`src/hdl/nrlm_pkg.sv`:
```
// Shared types and constants for the number range list matcher.
package nrlm_pkg;

  localparam int unsigned NUMBER_BITS_DEF = 20;
  localparam int unsigned TARGET_BITS     = 20;
  localparam int unsigned CHAR_BITS       = 8;

  localparam logic [CHAR_BITS-1:0] CH_COMMA = 8'h2C;
  localparam logic [CHAR_BITS-1:0] CH_COLON = 8'h3A;
  localparam logic [CHAR_BITS-1:0] CH_MINUS = 8'h2D;
  localparam logic [CHAR_BITS-1:0] CH_PLUS  = 8'h2B;
  localparam logic [CHAR_BITS-1:0] CH_SPACE = 8'h20;
  localparam logic [CHAR_BITS-1:0] CH_TAB   = 8'h09;
  localparam logic [CHAR_BITS-1:0] CH_CR    = 8'h0D;
  localparam logic [CHAR_BITS-1:0] CH_ZERO  = 8'h30;
  localparam logic [CHAR_BITS-1:0] CH_NINE  = 8'h39;

  typedef enum logic [1:0] {
    KIND_SINGLE = 2'd0,
    KIND_COLON  = 2'd1,
    KIND_DASH   = 2'd2
  } kind_e;

  typedef enum logic [1:0] {
    PH_WS     = 2'd0,
    PH_SIGN   = 2'd1,
    PH_DIGITS = 2'd2,
    PH_DONE   = 2'd3
  } phase_e;

  typedef enum logic [1:0] {
    POS_FIRST  = 2'd0,
    POS_SECOND = 2'd1,
    POS_LATER  = 2'd2
  } pos_e;

  // Control part of a finished spec request passed from front to back.
  typedef struct packed {
    kind_e kind;
    logic  last;
  } spec_ctrl_t;

endpackage

```
`src/hdl/nrlm_front.sv`:
```
// Front end: per-character number parsing, emits one request per finished spec.
module nrlm_front #(
  parameter int unsigned NUMBER_BITS = nrlm_pkg::NUMBER_BITS_DEF
) (
  input  logic                               clk_i,
  input  logic                               rst_ni,
  input  logic                               acc_i,
  input  logic [nrlm_pkg::CHAR_BITS-1:0]     ch_i,
  input  logic                               last_i,
  input  logic [nrlm_pkg::TARGET_BITS-1:0]   target_i,
  output logic                               push_o,
  output nrlm_pkg::spec_ctrl_t               ctrl_o,
  output logic [NUMBER_BITS:0]               lo_o,
  output logic [NUMBER_BITS:0]               hi_o,
  output logic [nrlm_pkg::TARGET_BITS-1:0]   target_o
);

  localparam int unsigned VW = NUMBER_BITS + 1;  // sign in top bit

  function automatic logic [VW+1:0] parse_step(input nrlm_pkg::phase_e ph,
                                               input logic [VW-1:0] val,
                                               input logic [nrlm_pkg::CHAR_BITS-1:0] c);
    logic                   dig;
    logic                   ws;
    logic [NUMBER_BITS-1:0] dext;
    logic [NUMBER_BITS+3:0] m;
    nrlm_pkg::phase_e       nph;
    logic [VW-1:0]          nv;
    dig  = (c >= nrlm_pkg::CH_ZERO) && (c <= nrlm_pkg::CH_NINE);
    ws   = (c == nrlm_pkg::CH_SPACE) || ((c >= nrlm_pkg::CH_TAB) && (c <= nrlm_pkg::CH_CR));
    dext = {{(NUMBER_BITS-4){1'b0}}, c[3:0]};
    m    = {1'b0, val[NUMBER_BITS-1:0], 3'b000} + {3'b000, val[NUMBER_BITS-1:0], 1'b0}
         + {{NUMBER_BITS{1'b0}}, c[3:0]};
    nph  = ph;
    nv   = val;
    case (ph)
      nrlm_pkg::PH_WS: begin
        if (ws) begin
          nph = nrlm_pkg::PH_WS;
        end else if (c == nrlm_pkg::CH_PLUS) begin
          nph = nrlm_pkg::PH_SIGN;
        end else if (c == nrlm_pkg::CH_MINUS) begin
          nph = nrlm_pkg::PH_SIGN;
          nv  = {1'b1, {NUMBER_BITS{1'b0}}};
        end else if (dig) begin
          nph = nrlm_pkg::PH_DIGITS;
          nv  = {val[NUMBER_BITS], dext};
        end else begin
          nph = nrlm_pkg::PH_DONE;
        end
      end
      nrlm_pkg::PH_SIGN: begin
        if (dig) begin
          nph = nrlm_pkg::PH_DIGITS;
          nv  = {val[NUMBER_BITS], dext};
        end else begin
          nph = nrlm_pkg::PH_DONE;
        end
      end
      nrlm_pkg::PH_DIGITS: begin
        if (dig) begin
          // saturate magnitude at all ones
          if (m[NUMBER_BITS+3:NUMBER_BITS] != 4'd0) begin
            nv = {val[NUMBER_BITS], {NUMBER_BITS{1'b1}}};
          end else begin
            nv = {val[NUMBER_BITS], m[NUMBER_BITS-1:0]};
          end
        end else begin
          nph = nrlm_pkg::PH_DONE;
        end
      end
      default: begin
        nph = nrlm_pkg::PH_DONE;
      end
    endcase
    return {nph, nv};
  endfunction

  nrlm_pkg::kind_e  kind_q, kind_d;
  nrlm_pkg::pos_e   pos_q, pos_d;
  logic [VW-1:0]    lo_q, lo_d;
  nrlm_pkg::phase_e lo_ph_q, lo_ph_d;
  logic [VW-1:0]    hi_q, hi_d;
  nrlm_pkg::phase_e hi_ph_q, hi_ph_d;
  logic             hi_run_q, hi_run_d;
  logic [VW-1:0]    fb_q, fb_d;
  nrlm_pkg::phase_e fb_ph_q, fb_ph_d;

  logic [VW+1:0] lo_r, hi_r, fb_r;
  logic          is_comma;

  // take_char results
  nrlm_pkg::kind_e  t_kind;
  nrlm_pkg::pos_e   t_pos;
  logic [VW-1:0]    t_lo, t_hi, t_fb;
  nrlm_pkg::phase_e t_lo_ph, t_hi_ph, t_fb_ph;
  logic             t_hi_run;

  // spec snapshot that gets closed
  nrlm_pkg::kind_e  s_kind;
  logic [VW-1:0]    s_lo, s_hi, s_fb;
  nrlm_pkg::phase_e s_lo_ph;
  logic             s_hi_run;

  always_comb begin
    is_comma = (ch_i == nrlm_pkg::CH_COMMA);
    lo_r     = parse_step(lo_ph_q, lo_q, ch_i);
    hi_r     = parse_step(hi_ph_q, hi_q, ch_i);
    fb_r     = parse_step(fb_ph_q, fb_q, ch_i);

    if (ch_i == nrlm_pkg::CH_COLON) begin
      t_kind = nrlm_pkg::KIND_COLON;
    end else if (ch_i == nrlm_pkg::CH_MINUS) begin
      t_kind = nrlm_pkg::KIND_DASH;
    end else begin
      t_kind = kind_q;
    end

    if (pos_q != nrlm_pkg::POS_FIRST) begin
      t_fb    = fb_r[VW-1:0];
      t_fb_ph = nrlm_pkg::phase_e'(fb_r[VW+1:VW]);
    end else begin
      t_fb    = fb_q;
      t_fb_ph = fb_ph_q;
    end

    t_hi_run = hi_run_q;
    if (hi_run_q) begin
      t_hi    = hi_r[VW-1:0];
      t_hi_ph = nrlm_pkg::phase_e'(hi_r[VW+1:VW]);
    end else begin
      t_hi    = hi_q;
      t_hi_ph = hi_ph_q;
    end

    t_lo    = lo_r[VW-1:0];
    t_lo_ph = nrlm_pkg::phase_e'(lo_r[VW+1:VW]);
    // end of low digits: the high bound begins with the next character
    if ((lo_ph_q == nrlm_pkg::PH_DIGITS) && (t_lo_ph == nrlm_pkg::PH_DONE)) begin
      t_hi_run = 1'b1;
    end

    case (pos_q)
      nrlm_pkg::POS_FIRST: t_pos = nrlm_pkg::POS_SECOND;
      default:             t_pos = nrlm_pkg::POS_LATER;
    endcase

    if (is_comma) begin
      s_kind = kind_q; s_lo = lo_q; s_hi = hi_q; s_fb = fb_q;
      s_lo_ph = lo_ph_q; s_hi_run = hi_run_q;
    end else begin
      s_kind = t_kind; s_lo = t_lo; s_hi = t_hi; s_fb = t_fb;
      s_lo_ph = t_lo_ph; s_hi_run = t_hi_run;
    end

    push_o      = acc_i && (is_comma || last_i);
    ctrl_o.kind = s_kind;
    ctrl_o.last = last_i;
    lo_o        = s_lo;
    hi_o        = ((s_lo_ph == nrlm_pkg::PH_DIGITS) || s_hi_run) ? s_hi : s_fb;
    target_o    = target_i;

    kind_d = kind_q; pos_d = pos_q; lo_d = lo_q; lo_ph_d = lo_ph_q;
    hi_d = hi_q; hi_ph_d = hi_ph_q; hi_run_d = hi_run_q; fb_d = fb_q; fb_ph_d = fb_ph_q;
    if (push_o) begin
      kind_d = nrlm_pkg::KIND_SINGLE; pos_d = nrlm_pkg::POS_FIRST;
      lo_d = '0; lo_ph_d = nrlm_pkg::PH_WS;
      hi_d = '0; hi_ph_d = nrlm_pkg::PH_WS; hi_run_d = 1'b0;
      fb_d = '0; fb_ph_d = nrlm_pkg::PH_WS;
    end else if (acc_i) begin
      kind_d = t_kind; pos_d = t_pos; lo_d = t_lo; lo_ph_d = t_lo_ph;
      hi_d = t_hi; hi_ph_d = t_hi_ph; hi_run_d = t_hi_run;
      fb_d = t_fb; fb_ph_d = t_fb_ph;
    end
  end

  always_ff @(posedge clk_i or negedge rst_ni) begin
    if (!rst_ni) begin
      kind_q   <= nrlm_pkg::KIND_SINGLE;
      pos_q    <= nrlm_pkg::POS_FIRST;
      lo_q     <= '0;
      lo_ph_q  <= nrlm_pkg::PH_WS;
      hi_q     <= '0;
      hi_ph_q  <= nrlm_pkg::PH_WS;
      hi_run_q <= 1'b0;
      fb_q     <= '0;
      fb_ph_q  <= nrlm_pkg::PH_WS;
    end else begin
      kind_q   <= kind_d;
      pos_q    <= pos_d;
      lo_q     <= lo_d;
      lo_ph_q  <= lo_ph_d;
      hi_q     <= hi_d;
      hi_ph_q  <= hi_ph_d;
      hi_run_q <= hi_run_d;
      fb_q     <= fb_d;
      fb_ph_q  <= fb_ph_d;
    end
  end

endmodule

```
`src/hdl/nrlm_queue.sv`:
```
// Two-entry request queue between front and back.
module nrlm_queue #(
  parameter int unsigned DW = 8
) (
  input  logic          clk_i,
  input  logic          rst_ni,
  input  logic          push_i,
  input  logic [DW-1:0] push_data_i,
  output logic          full_o,
  output logic          pop_valid_o,
  input  logic          pop_i,
  output logic [DW-1:0] pop_data_o
);

  localparam int unsigned DEPTH = 2;

  logic [DW-1:0] mem_q [DEPTH];
  logic          wr_ptr_q, rd_ptr_q;
  logic [1:0]    cnt_q;

  assign full_o      = (cnt_q == 2'(DEPTH));
  assign pop_valid_o = (cnt_q != 2'd0);
  assign pop_data_o  = mem_q[rd_ptr_q];

  always_ff @(posedge clk_i) begin
    if (push_i) begin
      mem_q[wr_ptr_q] <= push_data_i;
    end
  end

  always_ff @(posedge clk_i or negedge rst_ni) begin
    if (!rst_ni) begin
      wr_ptr_q <= 1'b0;
      rd_ptr_q <= 1'b0;
      cnt_q    <= 2'd0;
    end else begin
      if (push_i) begin
        wr_ptr_q <= ~wr_ptr_q;
      end
      if (pop_i) begin
        rd_ptr_q <= ~rd_ptr_q;
      end
      case ({push_i, pop_i})
        2'b10:   cnt_q <= cnt_q + 2'd1;
        2'b01:   cnt_q <= cnt_q - 2'd1;
        default: cnt_q <= cnt_q;
      endcase
    end
  end

endmodule

```
`src/hdl/nrlm_back.sv`:
```
// Back end: checks each finished spec against the target and delivers the result.
module nrlm_back #(
  parameter int unsigned NUMBER_BITS = nrlm_pkg::NUMBER_BITS_DEF
) (
  input  logic                             clk_i,
  input  logic                             rst_ni,
  input  logic                             req_valid_i,
  output logic                             req_pop_o,
  input  nrlm_pkg::spec_ctrl_t             ctrl_i,
  input  logic [NUMBER_BITS:0]             lo_i,
  input  logic [NUMBER_BITS:0]             hi_i,
  input  logic [nrlm_pkg::TARGET_BITS-1:0] target_i,
  output logic                             out_valid_o,
  input  logic                             out_stall_i,
  output logic                             is_valid_o
);

  localparam int unsigned MW = (NUMBER_BITS > nrlm_pkg::TARGET_BITS) ?
                               NUMBER_BITS : nrlm_pkg::TARGET_BITS;
  localparam int unsigned CW = MW + 2;

  function automatic logic signed [CW-1:0] to_signed(input logic [NUMBER_BITS:0] v);
    logic signed [CW-1:0] mag;
    mag = signed'({{(CW-NUMBER_BITS){1'b0}}, v[NUMBER_BITS-1:0]});
    return v[NUMBER_BITS] ? -mag : mag;
  endfunction

  logic                 matched_q, matched_d;
  logic                 out_valid_q, out_valid_d;
  logic                 is_valid_q, is_valid_d;
  logic signed [CW-1:0] lo_s, hi_s, t_s;
  logic                 in_range, hit, slot_free;

  always_comb begin
    lo_s     = to_signed(lo_i);
    hi_s     = to_signed(hi_i);
    t_s      = signed'({{(CW-nrlm_pkg::TARGET_BITS){1'b0}}, target_i});
    in_range = (t_s >= lo_s) && (t_s <= hi_s);
    case (ctrl_i.kind)
      nrlm_pkg::KIND_COLON: hit = in_range;
      // negative odd low never matches
      nrlm_pkg::KIND_DASH:  hit = !(lo_i[NUMBER_BITS] && lo_i[0])
                                  && (target_i[0] == lo_i[0]) && in_range;
      default:              hit = (t_s == lo_s);
    endcase
    hit = hit && (target_i != '0);

    slot_free = !out_valid_q || !out_stall_i;
    req_pop_o = req_valid_i && (!ctrl_i.last || slot_free);

    matched_d   = matched_q;
    out_valid_d = out_valid_q && out_stall_i;
    is_valid_d  = is_valid_q;
    if (req_pop_o) begin
      if (ctrl_i.last) begin
        out_valid_d = 1'b1;
        is_valid_d  = matched_q || hit;
        matched_d   = 1'b0;
      end else begin
        matched_d = matched_q || hit;
      end
    end
  end

  assign out_valid_o = out_valid_q;
  assign is_valid_o  = is_valid_q;

  always_ff @(posedge clk_i or negedge rst_ni) begin
    if (!rst_ni) begin
      matched_q   <= 1'b0;
      out_valid_q <= 1'b0;
    end else begin
      matched_q   <= matched_d;
      out_valid_q <= out_valid_d;
    end
  end

  always_ff @(posedge clk_i) begin
    is_valid_q <= is_valid_d;
  end

endmodule

```
`src/hdl/number_range_list_matcher.sv`:
```
// A finished spec is first registered in the spec queue; its result is then registered
// in the back end's output register once the back end pops that spec from the queue.
// Throughput: one character per cycle; the front parser takes a character each
// cycle unless the two-entry spec queue is full, which only output stall causes.
// Reset: asynchronous active low; clears parser state, queue and match flag.
// Top level of the number range list matcher.
module number_range_list_matcher #(
  parameter int unsigned NUMBER_BITS = nrlm_pkg::NUMBER_BITS_DEF
) (
  input  logic                             clk_i,
  input  logic                             rst_ni,
  input  logic                             in_valid_i,
  output logic                             in_stall_o,
  input  logic [nrlm_pkg::CHAR_BITS-1:0]   ch_i,
  input  logic                             last_char_i,
  input  logic [nrlm_pkg::TARGET_BITS-1:0] target_number_i,
  output logic                             out_valid_o,
  input  logic                             out_stall_i,
  output logic                             is_valid_o
);

  localparam int unsigned VW = NUMBER_BITS + 1;
  localparam int unsigned CTW = $bits(nrlm_pkg::spec_ctrl_t);
  localparam int unsigned DW = CTW + 2 * VW + nrlm_pkg::TARGET_BITS;

  logic                             acc, push, full, pop_valid, pop;
  nrlm_pkg::spec_ctrl_t             f_ctrl, b_ctrl;
  logic [VW-1:0]                    f_lo, f_hi, b_lo, b_hi;
  logic [nrlm_pkg::TARGET_BITS-1:0] f_tgt, b_tgt;
  logic [DW-1:0]                    push_data, pop_data;

  assign in_stall_o = full;
  assign acc        = in_valid_i && !full;
  assign push_data  = {f_ctrl, f_lo, f_hi, f_tgt};
  assign {b_ctrl, b_lo, b_hi, b_tgt} = pop_data;

  nrlm_front #(.NUMBER_BITS(NUMBER_BITS)) u_front (
    .clk_i    (clk_i),
    .rst_ni   (rst_ni),
    .acc_i    (acc),
    .ch_i     (ch_i),
    .last_i   (last_char_i),
    .target_i (target_number_i),
    .push_o   (push),
    .ctrl_o   (f_ctrl),
    .lo_o     (f_lo),
    .hi_o     (f_hi),
    .target_o (f_tgt)
  );

  nrlm_queue #(.DW(DW)) u_queue (
    .clk_i       (clk_i),
    .rst_ni      (rst_ni),
    .push_i      (push),
    .push_data_i (push_data),
    .full_o      (full),
    .pop_valid_o (pop_valid),
    .pop_i       (pop),
    .pop_data_o  (pop_data)
  );

  nrlm_back #(.NUMBER_BITS(NUMBER_BITS)) u_back (
    .clk_i       (clk_i),
    .rst_ni      (rst_ni),
    .req_valid_i (pop_valid),
    .req_pop_o   (pop),
    .ctrl_i      (b_ctrl),
    .lo_i        (b_lo),
    .hi_i        (b_hi),
    .target_i    (b_tgt),
    .out_valid_o (out_valid_o),
    .out_stall_i (out_stall_i),
    .is_valid_o  (is_valid_o)
  );

endmodule
```
`config.mk`:
```
export PLATFORM = sky130hd
export DESIGN_NAME = number_range_list_matcher
export DESIGN_NICKNAME = d
export VERILOG_FILES = /design/src/hdl/nrlm_pkg.sv /design/src/hdl/nrlm_front.sv /design/src/hdl/nrlm_queue.sv /design/src/hdl/nrlm_back.sv /design/src/hdl/number_range_list_matcher.sv
export SDC_FILE = /design/constraint.sdc
export NUM_CORES = 1
export LEC_CHECK = 0
export BUFFER_PORTS_ARGS = -buffer_cell sky130_fd_sc_hd__buf_2
export CAP_MARGIN = 0
export CORE_ASPECT_RATIO = 1.5
export CORE_MARGIN = 3
export CORE_UTILIZATION = 54
export DETAILED_ROUTE_END_ITERATION = 8
export GPL_TIMING_DRIVEN = 0
export PLACE_DENSITY = 0.67
export SLEW_MARGIN = 20
export SYNTH_ARGS = -nofsm -noshare
export SYNTH_HDL_FRONTEND = slang
export SYNTH_SLANG_ARGS = --single-unit
```
`constraint.sdc`:
```
create_clock -name clk_i -period 10.3 [get_ports clk_i]
set_clock_uncertainty 0.1 [all_clocks]
set_input_delay 1.03 -clock clk_i [delete_from_list [all_inputs] [get_ports clk_i]]
set_output_delay 1.03 -clock clk_i [all_outputs]
set_load 0.03 [all_outputs]
```
# Yosys cells after proc, flatten, opt, wreduce, memory -nomap -nowiden
# Memory sizes are Yosys's and may differ from the RTL's.
# Index checks and enable logic that the tools add are counted.
[word_totals]
ff_bits = 81
ram_bits = 130
input_bits = 33
out_inout_bits = 3
wordCells = 168
memories = 1
[mem_list]
columns = ["memory", "words", "width", "read_ports", "rd_ports_with_merged_regs", "write_ports", "line_no", "rtl"]
rows = [
  ["u_queue.mem_q", 2, 65, 1, 0, 1, "nrlm_queue.sv:17", "logic [DW-1:0] mem_q [DEPTH];"],
]
[classes]
n_addsub = 10
magnitude_cmp = 6
eq_ne = 22
n_mux = 72
bitwise = 2
n_reduce_logical = 40
[ops]
columns = ["op", "count"]
rows = [
  ["two-way mux 21 bit", 21],
  ["one-hot mux 21 bit (3 select lines)", 3],
  ["two-way mux 20 bit", 9],
  ["adder 23 x 21 -> 24 bit", 3],
  ["adder 24 x 4 -> 24 bit", 3],
  ["two-way mux 2 bit", 22],
  ["two-way mux 22 bit", 2],
  ["negator 20 -> 22 bit", 2],
  ["== test 8 x 6 -> 1 bit (second input constant)", 5],
  ["== test 21 x 22 -> 1 bit", 1],
  [">= comparator 21 x 22 -> 1 bit", 1],
  ["<= comparator 21 x 22 -> 1 bit", 1],
  ["nonzero test 20 bit", 1],
  ["one-hot mux 2 bit (3 select lines)", 3],
  ["== test 2 bit (second input constant)", 8],
  ["logical AND 1 bit", 12],
  ["nonzero test 2 bit", 6],
  ["nonzero test 4 bit", 3],
  ["== test 2 x 1 -> 1 bit (second input constant)", 5],
  ["two-way mux 1 bit", 10],
  [">= comparator 8 x 4 -> 1 bit (second input constant)", 1],
  [">= comparator 8 x 6 -> 1 bit (second input constant)", 1],
  ["<= comparator 8 x 4 -> 1 bit (second input constant)", 1],
  ["<= comparator 8 x 6 -> 1 bit (second input constant)", 1],
  ["12 further kinds", 27],
]

# Logic depth before layout (Yosys ltp)
# Gate-level depths: netlist of run 1.
[logic_depth]
depth_word = 13
depth_mapped = 24

# By module
# A second synthesis of run 1 with hierarchy kept.
[unflattened]
cells_unflattened = 1656
area_unflattened_um2 = 16306.9
[by_module_without_submodules]
columns = ["module", "n_inst", "cells_each", "area_each_um2", "seq_area_each_um2"]
rows = [
  ["nrlm_front", 1, 1179, 9268.9, 1851.8],
  ["nrlm_queue", 1, 218, 5038.6, 4003.8],
  ["nrlm_back", 1, 258, 1985.7, 80.1],
  ["number_range_list_matcher", 1, 1, 13.8, 0.0],
]

# Worst setup path before layout of run 1
# No wires, ideal clock.
[synth_path]
path_type = "in2reg"
start = "input port ch_i[4] (netlist bit)"
end = "memory u_queue.mem_q[0][0] (netlist bit), enable pin"
setup_ps = 489
t_arrival_ps = 5039
t_required_ps = 9711
path_slack_ps = 4672
stages = 7
path_cell_list = "nor4b_1 -> nand3_1 -> nor3_1 -> nor2_1 -> nor2_1 -> inv_1 -> nor2_1"
[synth_between]
elab_chain_len = 5
[synth_lines]
columns = ["item", "line_no", "rtl"]
rows = [
  ["from (decl)", "number_range_list_matcher.sv:14", "input logic [nrlm_pkg::CHAR_BITS-1:0] ch_i,"],
  ["== test 8 x 6 -> 1 bit", "nrlm_front.sv:106", "is_comma = (ch_i == nrlm_pkg::CH_COMMA);"],
  ["logical OR 1 bit", "nrlm_front.sv:156", "push_o = acc_i && (is_comma || last_i);"],
  ["logical AND 1 bit", "nrlm_front.sv:156", ""],
  ["two-way mux 1 bit", "nrlm_queue.sv:26", "if (push_i) begin"],
  ["two-way mux 1 bit (not written as such)", "nrlm_queue.sv:27", "mem_q[wr_ptr_q] <= push_data_i;"],
  ["to (decl)", "nrlm_queue.sv:17", ""],
]
# Every way passes these cells.

# Worst setup path after layout of run 1
[layout_path]
start = "register u_queue.rd_ptr_q"
end = "register u_back.is_valid_q, in the netlist u_back.is_valid_o (data pin)"
[layout_between]
elab_chain_len = 9
word_cells_on_any_way = 20
cone_classes = "add/sub: 2; order compare: 2; eq/ne: 4; mux: 3; reduce/logical: 8; memory: 1"
[layout_lines]
columns = ["item", "line_no", "rtl"]
rows = [
  ["from (decl)", "nrlm_queue.sv:18", "logic wr_ptr_q, rd_ptr_q;"],
  ["from (signal assigned)", "nrlm_queue.sv:41", "rd_ptr_q <= ~rd_ptr_q;"],
  ["memory read (2 x 65 bit) (*)", "n/a", ""],
  ["negator 20 -> 22 bit", "nrlm_back.sv:25", "return v[NUMBER_BITS] ? -mag : mag;"],
  ["two-way mux 22 bit", "nrlm_back.sv:25", ""],
  [">= comparator 21 x 22 -> 1 bit / <= comparator 21 x 22 -> 1 bit (equally long branches)", "nrlm_back.sv:38", "in_range = (t_s >= lo_s) && (t_s <= hi_s);"],
  ["logical AND 1 bit", "nrlm_back.sv:38", ""],
  ["logical AND 1 bit", "nrlm_back.sv:43", "&& (target_i[0] == lo_i[0]) && in_range;"],
  ["one-hot mux 1 bit (2 select lines)", "nrlm_back.sv:39", "case (ctrl_i.kind)"],
  ["logical AND 1 bit (*)", "nrlm_back.sv:46", "hit = hit && (target_i != '0);"],
  ["logical OR 1 bit (*)", "nrlm_back.sv:57", "is_valid_d = matched_q || hit;"],
  ["to (signal assigned)", "nrlm_back.sv:79", "is_valid_q <= is_valid_d;"],
  ["to (decl)", "nrlm_back.sv:30", "logic is_valid_q, is_valid_d;"],
]
# Every way passes the cells marked *; elsewhere a longest branch is shown, timed or not.
# A chain may end at the register's enable or synchronous reset.

==> impl_metrics.tcl, run 1 <==
set metrics [dict create \
    status "complete, no violations" \
    drv_slew 0 \
    start_util 0.553 \
    antenna_found_initial 0 \
    tns_ps 0 \
    crit_required_ps 10500 \
    clk_latency_ps 520 \
    synthFlopType "edfxtp_1" \
    die_w_um 145 \
    dieArea_sq_um 30900 \
    crit_cells 24 \
    hold_depth 1 \
    ff2ff_path_depth 24 \
    peakVddDrop_v 0.000111 \
    crit_path_frequent_cell "o21ai_0" \
    muxShareOfSynthArea 0.0463 \
    ant_nets 0 \
    cts_tree "yes" \
    critical_path.cell_chain "buf_2, buf_2, buf_1, clkbuf_1, buf_2, buf_1, mux2i_1, ha_1, o21ai_0, or2_2, nor4_1, nand2_1, o21ai_0, xnor2_1, ha_1, a21o_1, a21oi_1, nor2b_1, o21ai_0, nand2b_1, a21oi_1, nor4b_1, o31ai_1, o21ai_0" \
    via_per_inst 6.37 \
    timing.fmax_ghz 0.134 \
    detail_route.wirelength_mm 43.0 \
    critical-path-top-delay-family "buffers and inverters" \
    port_buffers 35 \
    worstPathMaxFanout 10 \
    synthArstFlopShare 0.379 \
    ys_warn_count 0 \
    cts_made_buffers 22 \
    synthToLayoutAreaGrowth_pct 9.43 \
    hold_viol 0 \
    drt_iter0_drc 1009 \
    placed_cell_area_sq_um 16300 \
    ys_seq_area_frac 0.382 \
    dp_hpwl_mm 33.8 \
    cts.sinks 211 \
    postCtsHoldBufs 0 \
    grt-ovfl-total 0 \
    rows 75 \
    cap_violations 0 \
    nets 1880 \
    synth_cell_types 79 \
    syn-num-nets 1817 \
    worst_setup_path_end_kind "register" \
    gp_congestion 0.975 \
    vias 13000 \
    cts_resized 0 \
    grt_pass1_wl_mm 67.7 \
    crit_path_top_delay_cell "buf_1" \
    diodes 0 \
    powerDensity_nw_per_um2 205 \
    clk_path_buf_depth 3 \
    critical_path_buf_inv_count 6 \
    cts_max_level 1 \
    syn-cell-area_sq_um 15600 \
    drive_gt1_frac 0.0804 \
    worstPathArrival_ps 7670 \
    drc_errors 0 \
    slew_headroom 0.295 \
    synth_compound_area_frac 0.205 \
    wire_per_inst_um 21.1 \
    grt_max_degree 43 \
    dr.pass1.iters 6 \
    grt_pass1_vias 13000 \
    synthAdderAreaFrac 0.141 \
    syn_inst 1612 \
    synth_xor_area_frac 0.0473 \
    die_h_um 214 \
    worst_pin_slew_ps 1040 \
    cp-start-kind "register" \
    ys_ff_latch 211 \
    final_cell_area_sq_um 17000 \
    syn_avg_cell_area_sq_um 9.65 \
    clk_pin_slew_ps 70 \
    path_class "reg -> reg" \
    synth_edf_count 131 \
    io_pins 36 \
    root_buffer "clkbuf_16" \
    rsz0062_at_grt "false" \
    setup_viol_count_final 0 \
    post_cts_buffers 0 \
    grtUsageTotal 0.277 \
    p_leak_nw 7.32 \
    period_share 0.725 \
    finalCriticalPeriod_ps 7470 \
    worst_path_largest_cell_delay_ps 660 \
    hold_class "reg -> reg" \
    core_area_sq_um 28200 \
    synth_top_family_by_area "compound AO/OA/AOI/OAI gates" \
    synthSimpleGateAreaFrac 0.153 \
]
-- placed cells by master, fill, tap and decap left out, drive strengths merged, types with 36 or more instances in the layout --
cell type | Yosys | final
nand2 | 167 | 167
ha | 166 | 166
o21ai | 155 | 155
edfxtp | 131 | 131
nor2 | 112 | 112
a21oi | 101 | 101
clkbuf | 55 | 82
dfrtp | 80 | 80
buf | 16 | 55
xnor2 | 49 | 49
mux2i | 36 | 36
a21o | 36 | 36
-- path summary, 6_finish.rpt --
path / start / endpoint / slack (ps)
max: u_queue.rd_ptr_q$_DFFE_PN0P_ / u_back.is_valid_o$_DFFE_PP_ / 2830
min: u_back.out_valid_o$_DFF_PN0_ / u_back.out_valid_o$_DFF_PN0_ / 400
max reg2reg: u_queue.rd_ptr_q$_DFFE_PN0P_ / u_back.is_valid_o$_DFFE_PP_ / 2830
min reg2reg: u_back.out_valid_o$_DFF_PN0_ / u_back.out_valid_o$_DFF_PN0_ / 400
max in group asynchronous: rst_ni / u_front.hi_q[2]$_DFFE_PN0P_ / 9040
min in group asynchronous: rst_ni / u_front.lo_q[16]$_DFFE_PN0P_ / 410
-- layer usage --
metal / track usage / part of all wire / wire length (um)
met1: 0.335 / 0.40 / 17300
met3: 0.0326 / 0.048 / 2050
met5: 0 / 0 / 0
met4: 0.121 / 0.045 / 1940
met2: 0.492 / 0.50 / 21700
-- cell usage after synthesis (all sizes together), types with 7 or more instances --
cell type / instances / area, sq um
nand2: 167 / 627
nand3: 21 / 105
edfxtp: 131 / 3930
nand2b: 28 / 175
o21a: 29 / 218
inv: 30 / 113
buf: 16 / 81.3
a211oi: 11 / 82.6
nor2: 112 / 420
a31oi: 15 / 93.8
a22o: 29 / 254
dfrtp: 80 / 2000
mux2: 32 / 360
o21ai: 155 / 776
ha: 166 / 2080
o31ai: 7 / 57.6
and2: 12 / 75.1
nand4: 20 / 125
a21oi: 101 / 505
mux2i: 36 / 360
o22ai: 10 / 62.6
o32ai: 7 / 61.3
nor4: 15 / 93.8
and3: 12 / 75.1
o21bai: 10 / 75.1
nor3b: 15 / 113
clkbuf: 55 / 206
nor4b: 7 / 61.3
nor3: 35 / 175
xnor2: 49 / 429
o211ai: 8 / 65.1
nor2b: 18 / 113
a21o: 36 / 270
xor2: 35 / 307
a2111oi: 11 / 121
-- kinds of logic (layout without fill, tap and decap cells) --
kind of cell	Yosys count	in the layout
flops	211	211
xor+xnor	84	84
compound gates	486	486
fa+ha+maj	172	172
mux	68	68
simple gates	490	490
buf+inv	101	180
-- stage by stage --
| stage | std cells | hold slack, ps | worst slack, ps | total power, mW | util |
|---|---|---|---|---|---|
| floorplan | 1612 | 360 | 4670 | 2.18 | - |
| global placement | 1993 | 375 | 2370 | 2.61 | 0.574 |
| detailed placement | 1997 | 387 | 2830 | 2.65 | 0.578 |
| CTS | 2037 | 400 | 2790 | 3.48 | 0.605 |
| global route | 2037 | 418 | 2320 | 3.68 | 0.605 |
| finish | 2037 | 403 | 2830 | 3.48 | 0.605 |
-- flip-flops by register name (all words and copies together) (netlist names) --
name / flops
u_queue.wr_ptr_q: 1
u_front.lo_ph_q: 2
u_front.fb_ph_q: 2
u_front.hi_ph_q: 2
u_front.hi_run_q: 1
u_front.kind_q: 2
u_front.hi_q: 21
u_back.is_valid_o: 1
u_back.matched_q: 1
u_back.out_valid_o: 1
u_front.fb_q: 21
u_queue.rd_ptr_q: 1
u_queue.cnt_q: 2
u_queue.mem_q: 130
u_front.lo_q: 21
u_front.pos_q: 2
-- power breakdown --
group / switching (mW) / leakage, nW / internal, mW
clock network: 0.349 / 0.362 / 0.484
logic: 0.970 / 4.64 / 0.579
registers: 0.0673 / 2.32 / 1.03
total: 1.39 / 7.32 / 2.10
-- layout make-up --
type	count	area, sq um
repair buffers	39	265
plain buffers	71	288
well taps	346	433
clock inverters	13	135
fillers	2448	11100
clock buffers	27	622
multi-input cells	1300	9230
inverters	30	113
flip-flops and latches	211	5940
(Power assumes the default switching activity.)
==> run 2, diff against run 1 <==
Settings changed: PLACE_DENSITY 0.67 to 0.7.
Clock period 10.3 ns to 6.72 ns, I/O delays scaled along.
==> impl_metrics.tcl, run 2 (synthesis results as in run 1) <==
set metrics [dict create \
    status "complete, no violations" \
    nets 1880 \
    diodes 0 \
    p_sw_mw 2.11 \
    post_cts_buffers 0 \
    wire_per_inst_um 21.1 \
    cts_tree "yes" \
    detail_route.wirelength_mm 43.0 \
    regToRegStartpoint "u_queue.rd_ptr_q$_DFFE_PN0P_" \
    slew_headroom 0.167 \
    timing.fmax_ghz 0.166 \
    gp_congestion 0.952 \
    worstPathArrival_ps 6200 \
    path_class "reg -> reg" \
    vias 12900 \
    root_buffer "clkbuf_16" \
    via_per_inst 6.31 \
    placed_cell_area_sq_um 16300 \
    dieArea_sq_um 30900 \
    grt_max_degree 51 \
    rsz0062_at_grt "false" \
    clk_pin_slew_ps 60 \
    power.share.clock 0.253 \
    top_register "u_queue.mem_q" \
    comb_power_share 0.436 \
    core_area_sq_um 28200 \
    drive_gt1_frac 0.0822 \
    die_h_um 214 \
    pwr-share-seq 0.311 \
    ff2ff_path_depth 21 \
    dp_cells 1998 \
    hold_viol 0 \
    dp_hpwl_mm 34.1 \
    cts_max_level 1 \
    antenna_found_initial 0 \
    final_cell_area_sq_um 17100 \
    period_share 0.897 \
    crit_required_ps 6890 \
    start_util 0.553 \
    grt_pass1_vias 13100 \
    grt-ovfl-total 0 \
    grtUsageTotal 0.278 \
    p_int_mw 3.32 \
    final_cell_mix "nand2_1 (167), ha_1 (166), o21ai_0 (148), edfxtp_1 (131), nor2_1 (111)" \
    synthToLayoutAreaGrowth_pct 9.96 \
    powerDensity_nw_per_um2 318 \
    drv_slew 0 \
    worst-r2r-setup-slack_ps 690 \
    worst_pin_slew_ps 1230 \
    crit_start "u_queue.rd_ptr_q$_DFFE_PN0P_" \
    crit_path_end "u_back.is_valid_o$_DFFE_PP_" \
    worstReg2RegEnd "u_back.is_valid_o$_DFFE_PP_" \
    cts_made_buffers 23 \
    io_pins 36 \
    die_w_um 145 \
    drt_iter0_drc 1002 \
    hold_class "in -> async" \
    cp-start-kind "register" \
    ant_nets 0 \
    instances_no_fill 2038 \
    rows 75 \
    final_common_cell "nand2_1" \
    setup_viol_count_final 0 \
    finalCriticalPeriod_ps 6030 \
    cts.sinks 211 \
    tns_ps 0 \
    clk_latency_ps 530 \
    fillers 2404 \
    peakVddDrop_v 0.000180 \
    worstPathMaxFanout 28 \
    worst_setup_path_end_kind "register" \
    drc_errors 0 \
    grt_pass1_wl_mm 68.1 \
    cap_violations 0 \
    largest_reg_flops 130 \
    clk_path_buf_depth 3 \
    p_leak_nw 7.38 \
    sw_frac_of_total 0.389 \
    port_buffers 35 \
    dr.pass1.iters 6 \
]
run 2: cell count changes in the layout (fill, tap and decap cells not counted), moves of 2 or more:
cell,before,now
buf_1,4,2
clkinvlp_4,3,0
clkinv_1,3,1
inv_6,0,2
bufinv_16,2,5
clkbuf_1,57,59
run 2: metrics by stage:
stage	hold WS, ps	setup WS [ps]	total power, mW	util
detailed placement	391	-621	4.06	0.578
finish	34.5	692	5.44	0.608
global route	39.2	199	5.76	0.608
global placement	377	-911	3.99	0.574
floorplan	276	1450	3.34	-
CTS	30.4	73.9	5.44	0.608
run 2: repair_timing:
| item | 4_1_cts | 5_1_grt |
|---|---|---|
| gates resized for setup | 1 | 1 |
| hold buffers | 0 | 0 |
| pin swaps | 0 | 0 |
| setup endpoints to repair | 2 | 2 |
| gates cloned | 0 | 0 |
run 2: worst min-delay path by stage:
stage                                       from                      endpoint  slack, ps  depth (start not counted)
floorplan                                 rst_ni  u_back.matched_q$_DFFE_PN0P_        280                          0
global placement    u_queue.wr_ptr_q$_DFFE_PN0P_  u_queue.wr_ptr_q$_DFFE_PN0P_        380                          1
detailed placement  u_front.fb_q[20]$_DFFE_PN0P_  u_front.fb_q[20]$_DFFE_PN0P_        390                          2
CTS                                       rst_ni  u_queue.rd_ptr_q$_DFFE_PN0P_         30                          2
global route                              rst_ni  u_back.matched_q$_DFFE_PN0P_         40                          2
finish                                    rst_ni  u_back.matched_q$_DFFE_PN0P_         30                          2
run 2: layout make-up:
cell class	instances	area [sq um]	share of cell area
Multi-Input combinational cell	1300	9230	0.540
Sequential cell	211	5940	0.347
Clock buffer	30	622	0.0364
Tap cell	346	433	0.0253
Timing Repair Buffer	40	285	0.0167
Buffer	69	284	0.0166
Clock inverter	12	201	0.0118
Inverter	30	113	0.00658
run 2: power by group through the flow:
| stage | Clock (mW) | Sequential (mW) | Combinational [mW] |
|---|---|---|---|
| finish | 1.38 | 1.69 | 2.37 |
| global route | 1.45 | 1.71 | 2.61 |
| CTS | 1.39 | 1.69 | 2.36 |
| detailed placement | 0 | 1.71 | 2.35 |
| global placement | 0 | 1.72 | 2.27 |
| floorplan | 0 | 1.70 | 1.64 |
run 2: worst max-delay path: stages (launching register included):
cell and delay (ps):
dfrtp_1 420, buf_2 290, clkbuf_4 490, buf_2 360, buf_2 390, mux2i_1 320, ha_1 220, o21ai_0 110
or2_2 340, nor4_1 380, nand2_1 150, o21ai_0 230, xnor2_1 200, ha_1 310, a21oi_1 130, nor2b_1 60
o21ai_0 150, nand2b_1 70, a21oi_1 190, nor4b_1 250, o31ai_1 160, o21ai_0 430
run 2: routing by layer:
metal | GRT usage | up-vias | wire length, um
met3 | 0.0288 | 113 | 1840
met4 | 0.118 | 0 | 1870
li1 | - | 6191 | -
met2 | 0.507 | 364 | 22200
met5 | 0 | - | 0
met1 | 0.329 | 6200 | 17100
==> run 3, diff against run 2 <==
Settings changed: ABC_AREA set to 1, BUFFER_PORTS_ARGS -buffer_cell sky130_fd_sc_hd__buf_2 to not set, DONT_BUFFER_PORTS set to 1, PLACE_DENSITY 0.7 to 0.69, SYNTH_HIERARCHICAL set to 1.
==> impl_metrics.tcl, run 3 <==
set metrics [dict create \
    worstPathArrival_ps 4400 \
    synthToLayoutAreaGrowth_pct 8.18 \
    period_share 0.631 \
    timing.fmax_ghz 0.236 \
    yosysTopAreaCell "edfxtp_1" \
    io_pins 36 \
    status "complete, no violations" \
    postLayoutCoreUtil 0.599 \
    synthTopCellsByCount "nand2_1 (902), inv_1 (320), nor2_1 (174)" \
    final_common_cell "nand2_1" \
    die_h_um 226 \
    hold_ws_ps 183 \
    drive_gt1_frac 0.0542 \
    cts_max_level 1 \
    cts.sinks 211 \
    grt-ovfl-total 0 \
    instances_no_fill 2913 \
    peakVddDrop_v 0.000194 \
    dp_hpwl_mm 36.1 \
    grt_pass1_wl_mm 75.1 \
    die_w_um 152 \
    fillers 2992 \
    dp_cells 2871 \
    dr.pass1.iters 6 \
    path_class "reg -> reg" \
    ys_seq_area_frac 0.342 \
    drt_iter0_drc 1031 \
    cts_resized 0 \
    synthArstFlopShare 0.379 \
    powerDensity_nw_per_um2 326 \
    top_register "u_queue/mem_q" \
    detail_route.wirelength_mm 45.6 \
    syn-num-nets 2668 \
    cp-start-kind "register" \
    port_buffers 0 \
    rows 79 \
    final_cell_mix "nand2_1 (902), inv_1 (319), nor2_1 (173), ha_1 (166), nand3_1 (145)" \
    diodes 0 \
    ys_warn_count 6 \
    setup_viol_count_final 0 \
    worst_pin_slew_ps 989 \
    cts_made_buffers 22 \
    grt_max_degree 81 \
    crit_required_ps 6880 \
    cts_tree "yes" \
    antenna_found_initial 0 \
    via_per_inst 5.40 \
    worst-r2r-setup-slack_ps 2480 \
    finalCriticalPeriod_ps 4240 \
    gp_congestion 0.951 \
    clk_path_buf_depth 3 \
    clk_pin_slew_ps 60 \
    synth.area.top_cells "edfxtp_1 (23%), nand2_1 (20%), ha_1 (12%)" \
    ant_nets 0 \
    slew_headroom 0.336 \
    core_area_sq_um 31300 \
    wire_per_inst_um 15.7 \
    hold_class "in -> reg" \
    hold_viol 0 \
    syn_inst 2463 \
    cap_violations 0 \
    synth_most_common_cell "nand2_1" \
    root_buffer "clkbuf_16" \
    p_leak_nw 10.1 \
    synth_cell_types 45 \
    clk_latency_ps 520 \
    dieArea_sq_um 34400 \
    syn_avg_cell_area_sq_um 7.04 \
    drv_slew 0 \
    vias 15700 \
    synthFlopType "edfxtp_1" \
    grtUsageTotal 0.263 \
    ys_ff_latch 211 \
    syn-cell-area_sq_um 17300 \
    rsz0062_at_grt "false" \
    synth_top_area_share 0.227 \
    nets 2697 \
    largest_reg_flops 130 \
    worstPathMaxFanout 10 \
    synth_edf_count 131 \
    tns_ps 0 \
    start_util 0.554 \
    grt_pass1_vias 15400 \
    worst_setup_path_end_kind "register" \
    drc_errors 0 \
]
[run 3: changes by cell type after synthesis, moves of 29 or more]
cell	previous run	this run
mux2_2	32	0
nor2_1	112	174
inv_1	29	320
nand3_1	21	145
a21o_1	36	3
nand2_1	167	902
a22o_1	29	0
mux2i_1	36	0
[run 3: kinds of logic after synthesis]
logic type | count (synthesis) | synth area share
AO/OA/AOI/OAI | 294 | 0.0916
XOR/XNOR | 72 | 0.0364
adder cells (fa/ha/maj) | 172 | 0.127
buffers and inverters | 413 | 0.0988
flip-flops | 211 | 0.342
AND/OR/NAND/NOR | 1301 | 0.304
[run 3: where the power goes]
group | switching, mW | total [mW] | internal, mW
combinational | 2.00 | 3.02 | 1.02
clock | 0.526 | 1.34 | 0.811
sequential | 0.150 | 1.76 | 1.61
[run 3: repair_timing]
item / 4_1_cts / 5_1_grt
hold buffers: 2 / 0
setup buffers: 0 / 0
endpoints found under the hold margin: 80 / 0
[run 3: worst paths after layout]
kind | cells past startpoint | to | start
max | 23 | u_back/is_valid_o$_DFFE_PP_ | u_queue/rd_ptr_q$_DFFE_PN0P_
min | 2 | u_back/out_valid_o$_DFF_PN0_ | out_stall_i
max reg2reg | 23 | u_back/is_valid_o$_DFFE_PP_ | u_queue/rd_ptr_q$_DFFE_PN0P_
min reg2reg | 2 | u_front/kind_q[0]$_DFFE_PN0P_ | u_front/kind_q[0]$_DFFE_PN0P_
max in group asynchronous | 2 | u_front/lo_q[11]$_DFFE_PN0P_ | rst_ni
min in group asynchronous | 2 | u_back/matched_q$_DFFE_PN0P_ | rst_ni
[run 3: area by class of cell]
class / count / area [sq um] / share of cell area
inverter: 332 / 1250 / 0.0665
timing repair buffer: 5 / 105 / 0.00560
tap: 405 / 507 / 0.0270
buffer: 81 / 468 / 0.0249
clock buffer: 28 / 616 / 0.0328
sequential: 211 / 5940 / 0.316
clock inverter: 12 / 176 / 0.00940
multi-input combinational: 1839 / 9710 / 0.517
[run 3: through the flow]
step	total power, mW	worst slack [ps]	instance area [sq um]
finish	6.11	2480	18800
global route	6.65	2110	18800
CTS	6.12	2460	18800
detailed placement	4.76	2470	17900
global placement	4.65	-827	17900
floorplan	3.97	1650	17300
[run 3: worst max-delay path, cell delays in order (launching register included)]
cell and delay [ps]:
dfrtp_1 450, clkbuf_1 540, o21ai_0 330, nor2_1 150, nand2_1 90, nor3_2 190
inv_2 60, nor2_2 140, and2_1 220, nand2_1 120, o21ai_1 200, xnor2_1 200
inv_1 80, ha_1 290, nand2_1 100, nor2_1 70, nand4_1 100, nand3_1 70
a21oi_1 150, nand2_1 70, nand2_1 50, nand2_1 40, nand2_1 120, nand2_1 70
[run 3: metal layers]
layer | part of all wire | track usage | wire [um] | up-vias
li1 | - | - | - | 7960
met3 | 0.045 | 0.0225 | 2070 | 98
met2 | 0.50 | 0.475 | 22800 | 406
met1 | 0.42 | 0.330 | 19200 | 7255
met5 | 0 | 0 | 0 | -
met4 | 0.033 | 0.0949 | 1520 | 0
